[src/hdl/dhot_pkg.sv]
`timescale 1ns / 1ps
`default_nettype none

package dhot_pkg;

  localparam int OP_W       = 2;
  localparam int KEY_PORT_W = 32;
  localparam int HASH_W     = 32;
  localparam int CFG_W      = 8;
  localparam int STATUS_W   = 3;
  localparam int SLOT_W     = 7;
  localparam int COUNT_W    = 8;
  localparam int DIV_CNT_W  = $clog2(HASH_W + 1);

  localparam logic [CFG_W-1:0] CFG_SLOTS_RESET = 8'd127;

  typedef logic [OP_W-1:0]     op_t;
  typedef logic [STATUS_W-1:0] status_t;

  localparam op_t OP_INSERT = 2'd0;
  localparam op_t OP_LOOKUP = 2'd1;
  localparam op_t OP_REMOVE = 2'd2;

  localparam status_t ST_INSERTED  = 3'd0;
  localparam status_t ST_EXISTS    = 3'd1;
  localparam status_t ST_FULL      = 3'd2;
  localparam status_t ST_FOUND     = 3'd3;
  localparam status_t ST_NOT_FOUND = 3'd4;
  localparam status_t ST_REMOVED   = 3'd5;

  typedef struct packed {
    logic    clr_step;
    logic    load;
    logic    div_step;
    logic    scan_start;
    logic    scan_free;
    logic    scan_step;
    logic    res_load;
    status_t res_status;
    logic    res_slot_en;
    logic    wr_insert;
    logic    wr_remove;
  } dhot_cmd_t;

  typedef struct packed {
    logic clr_done;
    logic div_done;
    logic scan_done;
    logic hit;
    logic op_insert;
    logic op_remove;
  } dhot_stat_t;

endpackage

`default_nettype wire

[src/hdl/dhot_dp.sv]
`timescale 1ns / 1ps
`default_nettype none

module dhot_dp
  import dhot_pkg::*;
#(
  parameter int MAX_SLOTS = 128,
  parameter int KEY_WIDTH = 32
) (
  input  wire logic                  clk,
  input  wire logic                  rst_n,
  input  wire logic                  cfg_wr_en,
  input  wire logic [CFG_W-1:0]      cfg_wr_data,
  input  wire logic [OP_W-1:0]       in_op,
  input  wire logic [KEY_PORT_W-1:0] in_key,
  input  wire logic [HASH_W-1:0]     in_hash_primary,
  input  wire logic [HASH_W-1:0]     in_hash_secondary,
  input  wire dhot_cmd_t             cmd,
  output dhot_stat_t                 st,
  output logic [STATUS_W-1:0]        out_status,
  output logic [SLOT_W-1:0]          out_slot_index,
  output logic [COUNT_W-1:0]         out_entry_count,
  output logic                       out_resize_needed
);

  localparam int IW = $clog2(MAX_SLOTS);
  localparam int NW = IW + 1;
  localparam int KW = (KEY_WIDTH < KEY_PORT_W) ? KEY_WIDTH : KEY_PORT_W;
  localparam int EW = KW + 1;

  logic [EW-1:0]        mem [MAX_SLOTS];
  logic [EW-1:0]        rdq_r;

  logic [CFG_W-1:0]     slots_in_use_r;
  logic [IW-1:0]        clr_r;
  logic [NW-1:0]        n_r;
  logic [NW-1:0]        n_eff;
  op_t                  op_r;
  logic [KW-1:0]        key_r;
  logic [HASH_W-1:0]    ha_r;
  logic [HASH_W-1:0]    hb_r;
  logic [NW-1:0]        rem_a_r;
  logic [NW-1:0]        rem_b_r;
  logic [NW-1:0]        rem_a_nxt;
  logic [NW-1:0]        rem_b_nxt;
  logic [NW:0]          ta;
  logic [NW:0]          tb;
  logic [DIV_CNT_W-1:0] div_cnt_r;

  logic [IW-1:0]        idx_r;
  logic [IW-1:0]        idx_nxt;
  logic [IW:0]          idx_sum;
  logic [IW-1:0]        step_r;
  logic [NW-1:0]        cnt_r;
  logic                 pv_r;
  logic [IW-1:0]        pidx_r;
  logic                 hit_r;
  logic [IW-1:0]        where_r;
  logic                 issue;
  logic                 match;

  logic [NW-1:0]        occ_r;
  logic [NW-1:0]        occ_nxt;
  logic [NW-1:0]        free_slots;

  logic                 mem_we;
  logic [IW-1:0]        mem_waddr;
  logic [EW-1:0]        mem_wdata;

  status_t              status_r;
  logic [SLOT_W-1:0]    slot_r;
  logic [COUNT_W-1:0]   count_r;
  logic                 resize_r;

  // effective table size
  always_comb begin
    if (slots_in_use_r == '0) begin
      n_eff = NW'(1);
    end else if (32'(slots_in_use_r) > MAX_SLOTS) begin
      n_eff = NW'(MAX_SLOTS);
    end else begin
      n_eff = NW'(slots_in_use_r);
    end
  end

  // one restoring remainder step for each hash
  always_comb begin
    ta = {rem_a_r, ha_r[HASH_W-1]};
    tb = {rem_b_r, hb_r[HASH_W-1]};
    rem_a_nxt = (ta >= {1'b0, n_r}) ? NW'(ta - {1'b0, n_r}) : NW'(ta);
    rem_b_nxt = (tb >= {1'b0, n_r}) ? NW'(tb - {1'b0, n_r}) : NW'(tb);
  end

  // probe advance, kept below n
  always_comb begin
    idx_sum = {1'b0, idx_r} + {1'b0, step_r};
    if ({1'b0, idx_sum} >= {1'b0, n_r}) begin
      idx_nxt = IW'({1'b0, idx_sum} - {1'b0, n_r});
    end else begin
      idx_nxt = IW'(idx_sum);
    end
  end

  assign issue = cmd.scan_step && !hit_r && (cnt_r != n_r);
  assign match = pv_r && !hit_r &&
                 (cmd.scan_free ? !rdq_r[KW] : (rdq_r[KW] && (rdq_r[KW-1:0] == key_r)));

  always_comb begin
    occ_nxt = occ_r;
    if (cmd.wr_insert) begin
      occ_nxt = occ_r + NW'(1);
    end else if (cmd.wr_remove) begin
      occ_nxt = occ_r - NW'(1);
    end
    free_slots = (n_r > occ_nxt) ? (n_r - occ_nxt) : '0;
  end

  always_comb begin
    mem_we    = cmd.clr_step || (cmd.res_load && (cmd.wr_insert || cmd.wr_remove));
    mem_waddr = cmd.clr_step ? clr_r : where_r;
    mem_wdata = cmd.clr_step ? '0 : {cmd.wr_insert, key_r};
  end

  always_ff @(posedge clk) begin
    if (mem_we) begin
      mem[mem_waddr] <= mem_wdata;
    end
    rdq_r <= mem[idx_r];
  end

  always_ff @(posedge clk) begin
    if (!rst_n) begin
      slots_in_use_r <= CFG_SLOTS_RESET;
      clr_r          <= '0;
      occ_r          <= '0;
      pv_r           <= 1'b0;
      hit_r          <= 1'b0;
      div_cnt_r      <= '0;
    end else begin
      if (cfg_wr_en) begin
        slots_in_use_r <= cfg_wr_data;
      end
      if (cmd.clr_step) begin
        clr_r <= clr_r + IW'(1);
      end
      if (cmd.load) begin
        n_r       <= n_eff;
        op_r      <= in_op;
        key_r     <= in_key[KW-1:0];
        ha_r      <= in_hash_primary;
        hb_r      <= in_hash_secondary;
        rem_a_r   <= '0;
        rem_b_r   <= '0;
        div_cnt_r <= '0;
      end else if (cmd.div_step) begin
        ha_r      <= {ha_r[HASH_W-2:0], 1'b0};
        hb_r      <= {hb_r[HASH_W-2:0], 1'b0};
        rem_a_r   <= rem_a_nxt;
        rem_b_r   <= rem_b_nxt;
        div_cnt_r <= div_cnt_r + DIV_CNT_W'(1);
      end
      if (cmd.scan_start) begin
        idx_r  <= IW'(rem_a_r);
        step_r <= IW'(rem_b_r);
        cnt_r  <= '0;
        pv_r   <= 1'b0;
        hit_r  <= 1'b0;
      end else begin
        pv_r <= issue;
        if (issue) begin
          pidx_r <= idx_r;
          idx_r  <= idx_nxt;
          cnt_r  <= cnt_r + NW'(1);
        end
        if (match) begin
          hit_r   <= 1'b1;
          where_r <= pidx_r;
        end
      end
      if (cmd.res_load) begin
        occ_r    <= occ_nxt;
        status_r <= cmd.res_status;
        slot_r   <= cmd.res_slot_en ? SLOT_W'(where_r) : '0;
        count_r  <= COUNT_W'(occ_nxt);
        resize_r <= (free_slots < (n_r >> 2));
      end
    end
  end

  always_comb begin
    st.clr_done  = (clr_r == IW'(MAX_SLOTS - 1));
    st.div_done  = (div_cnt_r == DIV_CNT_W'(HASH_W));
    st.scan_done = hit_r || (!pv_r && (cnt_r == n_r));
    st.hit       = hit_r;
    st.op_insert = (op_r == OP_INSERT);
    st.op_remove = (op_r == OP_REMOVE);
  end

  assign out_status        = status_r;
  assign out_slot_index    = slot_r;
  assign out_entry_count   = count_r;
  assign out_resize_needed = resize_r;

endmodule

`default_nettype wire

[src/hdl/dhot_ctrl.sv]
`timescale 1ns / 1ps
`default_nettype none

module dhot_ctrl
  import dhot_pkg::*;
(
  input  wire logic       clk,
  input  wire logic       rst_n,
  input  wire logic       in_valid,
  output logic            in_stall,
  output logic            out_valid,
  input  wire logic       out_stall,
  input  wire dhot_stat_t st,
  output dhot_cmd_t       cmd
);

  typedef enum logic [2:0] {
    S_CLEAR,
    S_IDLE,
    S_DIV,
    S_SCAN_KEY,
    S_SCAN_FREE,
    S_FINISH
  } state_t;

  state_t  state_r;
  logic    out_valid_r;
  status_t res_status_r;
  logic    res_slot_en_r;
  logic    act_ins_r;
  logic    act_rem_r;

  always_comb begin
    cmd             = '0;
    cmd.res_status  = res_status_r;
    cmd.res_slot_en = res_slot_en_r;
    unique case (state_r)
      S_CLEAR: begin
        cmd.clr_step = 1'b1;
      end
      S_IDLE: begin
        cmd.load = in_valid;
      end
      S_DIV: begin
        if (st.div_done) begin
          cmd.scan_start = 1'b1;
        end else begin
          cmd.div_step = 1'b1;
        end
      end
      S_SCAN_KEY: begin
        cmd.scan_step  = 1'b1;
        cmd.scan_start = st.scan_done && !st.hit && st.op_insert;
      end
      S_SCAN_FREE: begin
        cmd.scan_step = 1'b1;
        cmd.scan_free = 1'b1;
      end
      S_FINISH: begin
        cmd.res_load  = !out_valid_r || !out_stall;
        cmd.wr_insert = act_ins_r;
        cmd.wr_remove = act_rem_r;
      end
      default: begin
        cmd = '0;
      end
    endcase
  end

  always_ff @(posedge clk) begin
    if (!rst_n) begin
      state_r     <= S_CLEAR;
      out_valid_r <= 1'b0;
    end else begin
      if (cmd.res_load) begin
        out_valid_r <= 1'b1;
      end else if (!out_stall) begin
        out_valid_r <= 1'b0;
      end
      unique case (state_r)
        S_CLEAR: begin
          if (st.clr_done) begin
            state_r <= S_IDLE;
          end
        end
        S_IDLE: begin
          if (in_valid) begin
            state_r <= S_DIV;
          end
        end
        S_DIV: begin
          if (st.div_done) begin
            state_r <= S_SCAN_KEY;
          end
        end
        S_SCAN_KEY: begin
          if (st.scan_done) begin
            act_ins_r <= 1'b0;
            act_rem_r <= st.hit && st.op_remove;
            if (st.hit) begin
              res_slot_en_r <= 1'b1;
              state_r       <= S_FINISH;
              if (st.op_insert) begin
                res_status_r <= ST_EXISTS;
              end else if (st.op_remove) begin
                res_status_r <= ST_REMOVED;
              end else begin
                res_status_r <= ST_FOUND;
              end
            end else if (st.op_insert) begin
              state_r <= S_SCAN_FREE;
            end else begin
              res_status_r  <= ST_NOT_FOUND;
              res_slot_en_r <= 1'b0;
              state_r       <= S_FINISH;
            end
          end
        end
        S_SCAN_FREE: begin
          if (st.scan_done) begin
            state_r       <= S_FINISH;
            res_slot_en_r <= st.hit;
            act_ins_r     <= st.hit;
            act_rem_r     <= 1'b0;
            res_status_r  <= st.hit ? ST_INSERTED : ST_FULL;
          end
        end
        S_FINISH: begin
          if (cmd.res_load) begin
            state_r <= S_IDLE;
          end
        end
        default: begin
          state_r <= S_IDLE;
        end
      endcase
    end
  end

  assign in_stall  = (state_r != S_IDLE);
  assign out_valid = out_valid_r;

endmodule

`default_nettype wire

[src/hdl/double_hash_open_table.sv]
// Open-addressing key table with double hashing.
// Input channel (in_valid / in_stall): one item = op, key and two hashes.
// Result channel (out_valid / out_stall): one result per item with status,
// slot index, entry count after the operation and the resize flag.
// cfg_wr_en / cfg_wr_data set the number of slots probed; write only idle.
// Steps: the item is loaded, both hashes are reduced mod n (one bit per
// cycle), then a key scan runs (one probe per cycle through the registered
// read of the slot memory), stopping early on a match.
// Insert without a match adds a free-slot scan.
// The result register is then written; one item is in work at a time.
// The next item is taken while a result still waits in the output register.
// If out_stall holds that result, a finished item waits until it is taken.
// Reset: the slot memory is swept clear with in_stall high; the size
// register returns to 127 and the entry count to zero.
`timescale 1ns / 1ps
`default_nettype none

module double_hash_open_table
  import dhot_pkg::*;
#(
  parameter int MAX_SLOTS = 128,
  parameter int KEY_WIDTH = 32
) (
  input  wire logic                  clk,
  input  wire logic                  rst_n,
  input  wire logic                  cfg_wr_en,
  input  wire logic [CFG_W-1:0]      cfg_wr_data,
  input  wire logic                  in_valid,
  output logic                       in_stall,
  input  wire logic [OP_W-1:0]       in_op,
  input  wire logic [KEY_PORT_W-1:0] in_key,
  input  wire logic [HASH_W-1:0]     in_hash_primary,
  input  wire logic [HASH_W-1:0]     in_hash_secondary,
  output logic                       out_valid,
  input  wire logic                  out_stall,
  output logic [STATUS_W-1:0]        out_status,
  output logic [SLOT_W-1:0]          out_slot_index,
  output logic [COUNT_W-1:0]         out_entry_count,
  output logic                       out_resize_needed
);

  dhot_cmd_t  cmd;
  dhot_stat_t st;

  dhot_ctrl u_ctrl (
    .clk       (clk),
    .rst_n     (rst_n),
    .in_valid  (in_valid),
    .in_stall  (in_stall),
    .out_valid (out_valid),
    .out_stall (out_stall),
    .st        (st),
    .cmd       (cmd)
  );

  dhot_dp #(
    .MAX_SLOTS (MAX_SLOTS),
    .KEY_WIDTH (KEY_WIDTH)
  ) u_dp (
    .clk               (clk),
    .rst_n             (rst_n),
    .cfg_wr_en         (cfg_wr_en),
    .cfg_wr_data       (cfg_wr_data),
    .in_op             (in_op),
    .in_key            (in_key),
    .in_hash_primary   (in_hash_primary),
    .in_hash_secondary (in_hash_secondary),
    .cmd               (cmd),
    .st                (st),
    .out_status        (out_status),
    .out_slot_index    (out_slot_index),
    .out_entry_count   (out_entry_count),
    .out_resize_needed (out_resize_needed)
  );

endmodule

`default_nettype wire
[config.mk]
export PLATFORM = sky130hd
export DESIGN_NAME = double_hash_open_table
export DESIGN_NICKNAME = d
export VERILOG_FILES = /design/src/hdl/dhot_pkg.sv /design/src/hdl/dhot_dp.sv /design/src/hdl/dhot_ctrl.sv /design/src/hdl/double_hash_open_table.sv
export SDC_FILE = /design/constraint.sdc
export NUM_CORES = 2
export LEC_CHECK = 0
export BUFFER_PORTS_ARGS = -buffer_cell sky130_fd_sc_hd__buf_4
export CORE_MARGIN = 2
export CORE_UTILIZATION = 49
export DETAILED_ROUTE_END_ITERATION = 10
export PLACE_DENSITY = 0.76
export SYNTH_ARGS = -nofsm -noshare
export SYNTH_HDL_FRONTEND = slang
export SYNTH_MEMORY_MAX_BITS = 65536
export SYNTH_SLANG_ARGS = --single-unit
[constraint.sdc]
create_clock -name clk -period 10.1 [get_ports clk]
set_clock_uncertainty 0.05 [all_clocks]
set_input_delay 2.02 -clock clk [delete_from_list [all_inputs] [get_ports clk]]
set_output_delay 2.02 -clock clk [all_outputs]
set_load 0.02 [all_outputs]
-- After elaboration in Yosys (flattened, before gate mapping)
Memories as Yosys holds them, arrays and structs flattened. A register that Yosys moved wholly into a read port is not among the register bits.
Cells that the tools add are included.
- $add $sub $neg: 10
- reduce and logical (&&, ||, !) cells: 40
- bitwise logic cells: 2
- mux-type cells: 60
- eq/ne operators: 20
- magnitude comparators: 6
- operators by type and width (cell ; number):
    $mux 32 ; 4
    $mux 8 ; 9
    $mux 3 ; 13
    $mux 33 ; 1
    $eq 32x32->1 ; 1
    $mux 7 ; 4
    $sub 8x8->8 ; 3
    $mux 1 ; 21
    $ge 9x8->1 ; 2
    $pmux 3 s6 ; 1
    $add 8x1->8 const B ; 2
    $logic_and 1x1->1 ; 10
    $reduce_and 2->1 ; 5
    $add 7x7->8 ; 1
    $eq 8x8->1 ; 1
    $ge 8x8->1 ; 1
    $gt 8x8->1 ; 1
    $gt 8x8->1 const B ; 1
    $logic_not 8->1 ; 1
    $lt 8x6->1 ; 1
    $ne 2x1->1 const B ; 4
    $ne 8x8->1 ; 1
    $pmux 1 s2 ; 4
    $reduce_or 2->1 ; 4
    26 further kinds ; 42
- input port bits: 111
- register bits: 218
- memories: 1
- logic and storage cells: 168
- output and inout port bits: 21
- memory bits (writable): 4224
- memory list (memory ; depth ; bits a word ; read ports ; clocked after Yosys merged registers in ; write ports ; RTL line ; source):
    u_dp.mem ; 128 ; 33 ; 1 ; 1 ; 1 ; dhot_dp.sv:31 ; logic [EW-1:0] mem [MAX_SLOTS];

-- Depth between registers and ports, before layout
- depth after elaboration: 8
- depth in mapped cells: 20
- depth with buffers taken out: 18

-- Cells and area by module
A second synthesis with hierarchy kept.
- cells, all modules: 8526
- area total of the unflattened synthesis: 173177.3 µm²
- by module, submodules not included (module ; seq. area each (µm²) ; cells each ; instances ; area each (µm²)):
    dhot_dp ; 133438.0 ; 8458 ; 1 ; 172544.2
    dhot_ctrl ; 260.2 ; 68 ; 1 ; 633.1

-- Worst setup path before layout
OpenSTA, ideal clock, no wires.
- path type: reg-to-reg
- start point: reg u_ctrl.state_r[0]
- end point: reg u_dp.resize_r (netlist: u_dp.out_resize_needed) (data pin)
- clock period less this slack: 6.402 ns
- setup time: 0.269 ns
- required time: 9.781 ns
- path buffers: 2
- cell stages (with the launch flop): 18
- slack: 3.698 ns
- arrival: 6.083 ns
- cell sequence: dfxtp_1 > clkbuf_1 > and4b_1 > clkbuf_1 > a21boi_0 > xor2_1 > ha_1 > nor2b_1 > o21ai_0 > a21oi_1 > o32ai_1 > nor3_1 > ha_1 > and4b_1 > o211ai_1 > o211a_1 > o311ai_0 > a21oi_1
- longest elaborated chain between the ends: 7
- elaborated cells on any way between the ends: 8
- classes of those cells: add/sub: 1; order compare: 2; eq/ne: 1; mux: 4
- RTL lines (element ; RTL line ; source):
    from (decl) ; dhot_ctrl.sv:26 ; state_t state_r;
    from (signal assigned) ; dhot_ctrl.sv:72 ; state_r <= S_CLEAR;
    from (signal assigned) ; dhot_ctrl.sv:83 ; state_r <= S_IDLE;
    from (signal assigned) ; dhot_ctrl.sv:88 ; state_r <= S_DIV;
    $eq 3x3->1 * ; dhot_ctrl.sv:37 ; unique case (state_r)
    $mux 2 * ; dhot_ctrl.sv:37 ;
    $mux 8 ; dhot_dp.sv:112 ; end else if (cmd.wr_remove) begin
    $mux 8 * ; dhot_dp.sv:110 ; if (cmd.wr_insert) begin
    $sub 8x8->8 or $gt 8x8->1 (tied branches) ; dhot_dp.sv:115 ; free_slots = (n_r > occ_nxt) ? (n_r - occ_nxt) : '0;
    $mux 8 * ; dhot_dp.sv:115 ;
    $lt 8x6->1 * ; dhot_dp.sv:185 ; resize_r <= (free_slots < (n_r >> 2));
    to (signal assigned) ; dhot_dp.sv:185 ;
    to (decl) ; dhot_dp.sv:73 ; logic resize_r;
Mark *: on every way between the ends. The rest lies on a longest branch, timed or not.
A chain may end at the register's enable or synchronous reset.

-- Worst setup path in the final report
- start point: in out_stall
- end point: mem u_dp.mem[13][24] (netlist bit) (enable)
- longest elaborated chain between the ends: 7
- RTL lines (element ; RTL line ; source):
    from (decl) ; double_hash_open_table.sv:35 ; input wire logic out_stall,
    $logic_not 1->1 ; dhot_ctrl.sv:60 ; cmd.res_load = !out_valid_r || !out_stall;
    $logic_or 1x1->1 ; dhot_ctrl.sv:60 ;
    $mux 1 ; dhot_ctrl.sv:37 ;
    $logic_and 1x1->1 ; dhot_dp.sv:119 ; mem_we = cmd.clr_step || (cmd.res_load && (cmd.wr_insert || cmd.wr_remove));
    $logic_or 1x1->1 ; dhot_dp.sv:119 ;
    $mux 1 ; dhot_dp.sv:125 ; if (mem_we) begin
    $mux 1 (not written as such) ; dhot_dp.sv:126 ; mem[mem_waddr] <= mem_wdata;
    to (decl) ; dhot_dp.sv:31 ;
Every way passes these cells.

==> results by group <==
Placed design
  – DP HPWL: 273 mm
  – GPL Wtd Cong: between 0.9 and 1
  – Post-place setup slack: roughly 3500 ps
  – PortBufs: 131

GRT
  – First-pass GRT wire length: 655 mm
  – Largest net degree at the start of global routing: 159
  – Vias in the first global route: between 80000 and 90000
  – Overflow after GRT: 0
  – GRT Overall Usage: 0.259
  – Initial antenna violation count: 43

Synth
  – Mux cell area share after synthesis: 0.139
  – Ys async rst share: 0
  – Number of distinct library cells after synthesis: 64
  – Post-synthesis adder-cell area fraction: 0.00419
  – Yosys reg bits: around 4500
  – Xor/xnor share of the synthesized area: 0.00379
  – Post-synthesis simple-gate area fraction: 0.0315
  – Syn_area_per_cell: around 20 um2
  – Cell count after synthesis: roughly 8700
  – Mapped cell area: around 170000 um2
  – Post-synthesis compound-gate area fraction: 0.0373
  – Sequential area share after synthesis: 0.772
  – Post-synth top flop: edfxtp_1
  – Post-Synthesis Net Count: approximately 8800
  – Main combinational cell family by area after synthesis: multiplexers
  – Number of synthesized flops with an enable pin: ~4400
  – YS warnings: 0

Layout
  – Most frequent cells in the layout: 4407 x edfxtp_1, 841 x mux2i_1, 693 x mux4_2
  – Multi-input gate area in the final layout: a little under 40000 um2
  – Fill count: approximately 25000
  – FF+latch area: 134000 um2
  – Layout net count: about 9000
  – Layout cell share with drive strength beyond 1: 0.189
  – Commonest non-fill, non-tap cell in the layout: edfxtp_1
  – Layout area overhead: 12.2%

Routing
  – Via-to-Cell Ratio: about 6.5
  – Vias: a little over 90000
  – Total Wirelength: 471 mm
  – Starting DRT DRC Count: around 16000
  – Post-route ant nets: 0
  – Post-route DRC: 0
  – Wire length per cell: approximately 34 um
  – First-pass detailed-route iteration total: 6

Clocking
  – Clk sinks: ~4500
  – PostCTS Resize Cnt: 0
  – H-Tree Depth: 5
  – Root Driver: clkbuf_16
  – Clk_lat worst skew: 1000 ps
  – Max Root-Sink Buffers: 4
  – CTS Buf Count: 420
  – TritonCTS clock tree: built
  – Hold_buf cts: 0
  – Post-CTS Setup Bufs: 0
  – Clock transition at path regs: around 60 ps

Min path
  – Worst min path class: reg -> reg
  – Hold Path Stages: 0
  – Hold_sp: u_dp.pidx_r[4]$_DFFE_PP_
  – Hold EP: u_dp.where_r[4]$_DFFE_PP_

Timing
  – Final setup viols: 0
  – Unrepaired setup endpoints after global routing: no
  – Post-route minimum period: between 5000 and 6000 ps
  – Hold Vio Cnt, Final: 0
  – Setup TNS: 0 ps
  – Headroom to the max-slew limit: 0.0659
  – Crit share post-route: 0.574
  – Actual slew at the worst max-slew pin: roughly 1400 ps
  – Final worst slack: 4300 ps
  – Maximum clock rate: 0.172 GHz
  – Pins Over Slew Limit: 0

Flow run
  – Max-cap violations: 0

Setup path
  – Crit path kind: in -> reg
  – Arrival time worst endpoint: about 6300 ps
  – CP Launch Type: primary input
  – Reg-to-Reg End: u_dp.mem[13][24]$_DFFE_PP_
  – Crit end category: register
  – Reg2reg start: u_ctrl.state_r[0]$_SDFFE_PN0P_
  – Req. time, crit path: between 10000 and 15000 ps
  – CP max FO: 33
  – Worst R2R Path Depth: 6
  – Reg2Reg Setup Slack: between 4000 and 5000 ps

Floorplan
  – Rows: 218
  – Core ar.: around 350000 um2
  – Die Ht: between 500 and 600 um
  – DIE AREA: 358000 um2
  – Die W: roughly 600 um
  – # IOs: 132
  – Starting density of the core: 0.492

Power and ir drop
  – Leak: 63.5 nW
  – Power Density: approximately 200 nW/um2
  – Max IR drop VDD: ~0.22 mV

Run status
  – Outcome: finished clean
## layer usage
layer / vias up / routed length (um) / track usage
met5: - / 87 / 0
met4: 14 / 26800 / 0.125
met3: 975 / 65300 / 0.0666
met2: 6958 / 213000 / 0.388
met1: 46729 / 167000 / 0.356
li1: 36165 / - / -
## stage by stage
| step | hold WS (ps) | cell area, um2 | utilization | power, mW | instances |
|---|---|---|---|---|---|
| 5_1_grt | 327 | 194000 | 0.552 | 39.8 | 13964 |
| 3_5_place_dp | 355 | 180000 | 0.512 | 23.4 | 13185 |
| 6_report | 309 | 194000 | 0.552 | 39.1 | 13978 |
| 4_1_cts | 298 | 194000 | 0.552 | 39.1 | 13962 |
| 2_1_floorplan | 350 | 173000 | - | 22.3 | 8679 |
| 3_3_place_gp | 352 | 180000 | 0.512 | 23.3 | 13185 |
## cells in the mapped netlist, drive strengths merged (3+ instances only)
cell type	n	share of area
nand2b	12	0.00043
a211oi	39	0.0017
edfxtp	4407	0.76
or2	5	0.00018
o21a	14	0.00061
a221oi	132	0.0067
o21bai	7	0.00030
ha	50	0.0036
nor3b	4	0.00017
nand3b	11	0.00048
and3	17	0.00061
inv	46	0.0010
a21o	7	0.00030
and2	82	0.0030
nor3	26	0.00075
a21oi	135	0.0039
o31ai	8	0.00035
nor2	180	0.0039
nor2b	66	0.0024
nand3	161	0.0047
a22oi	396	0.017
or3	10	0.00036
a21boi	11	0.00048
o41ai	4	0.00020
a31oi	39	0.0014
o21ai	40	0.0012
o211a	3	0.00017
nand4	87	0.0031
or3b	34	0.0017
nor4	11	0.00040
xnor2	23	0.0012
o211ai	9	0.00039
fa	5	0.00058
nand2	413	0.0089
mux2i	841	0.049
mux4	693	0.090
dfxtp	68	0.0079
buf	167	0.0051
clkbuf	308	0.0067
xor2	52	0.0026
a22o	33	0.0017
## critical path: stages
cell and delay, ps:
buf_4 120, a21oi_1 520, nand2_1 370, nand2_1 830, nand3_4 1080, nor2_4 1250
## where the power goes
part | internal (mW) | switching, mW | total, mW
clock | 9.08 | 6.90 | 16.0
sequential | 21.1 | 0.0918 | 21.2
combinational | 0.251 | 1.63 | 1.88
## cell type report
type / instances / share of cell area
sequential: 4475 / 0.688
tap: 4730 / 0.0304
timing repair buffer: 251 / 0.0107
inverter: 46 / 0.000914
antenna: 16 / 0.000206
multi-input combinational: 3683 / 0.199
clock inverter: 262 / 0.0144
clock buffer: 515 / 0.0569
## registers in the layout, indices dropped and copies added (netlist names), 6 cells and up
register / cells
u_dp.cnt_r: 8
u_dp.ha_r: 32
u_dp.out_entry_count: 8
u_dp.rdq_r: 33
u_dp.out_slot_index: 7
u_dp.rem_b_r: 8
u_dp.step_r: 7
u_dp.key_r: 32
u_dp.n_r: 8
u_dp.slots_in_use_r: 8
u_dp.idx_r: 7
u_dp.where_r: 7
u_dp.pidx_r: 7
u_dp.occ_r: 8
u_dp.hb_r: 32
u_dp.div_cnt_r: 6
u_dp.rem_a_r: 8
u_dp.clr_r: 7
u_dp.mem: 4224
## worst max-delay path by stage
stage	start	end	cells past startpoint	slack [ps]
final	out_stall	u_dp.mem[13][24]$_DFFE_PP_	6	4300
after global routing	u_ctrl.state_r[0]$_SDFFE_PN0P_	u_dp.out_resize_needed$_DFFE_PP_	18	4020
after CTS	out_stall	u_dp.mem[87][24]$_DFFE_PP_	6	4380
after detailed placement	out_stall	u_dp.mem[85][19]$_DFFE_PP_	6	3460
after global placement	out_stall	u_dp.mem[85][19]$_DFFE_PP_	6	3620
after floorplan	u_ctrl.state_r[0]$_SDFFE_PN0P_	u_dp.out_resize_needed$_DFFE_PP_	17	3700
## cell families after synthesis
family | count (synthesis)
DFF | 4475
muxes | 1535
and+or+nand+nor | 1125
AOI/OAI and AO/OA | 893
buffers and inverters | 521
xor gates and xnor gates | 75
adders and majority gates | 55
Note: power is estimated with default switching activity, not from simulation.
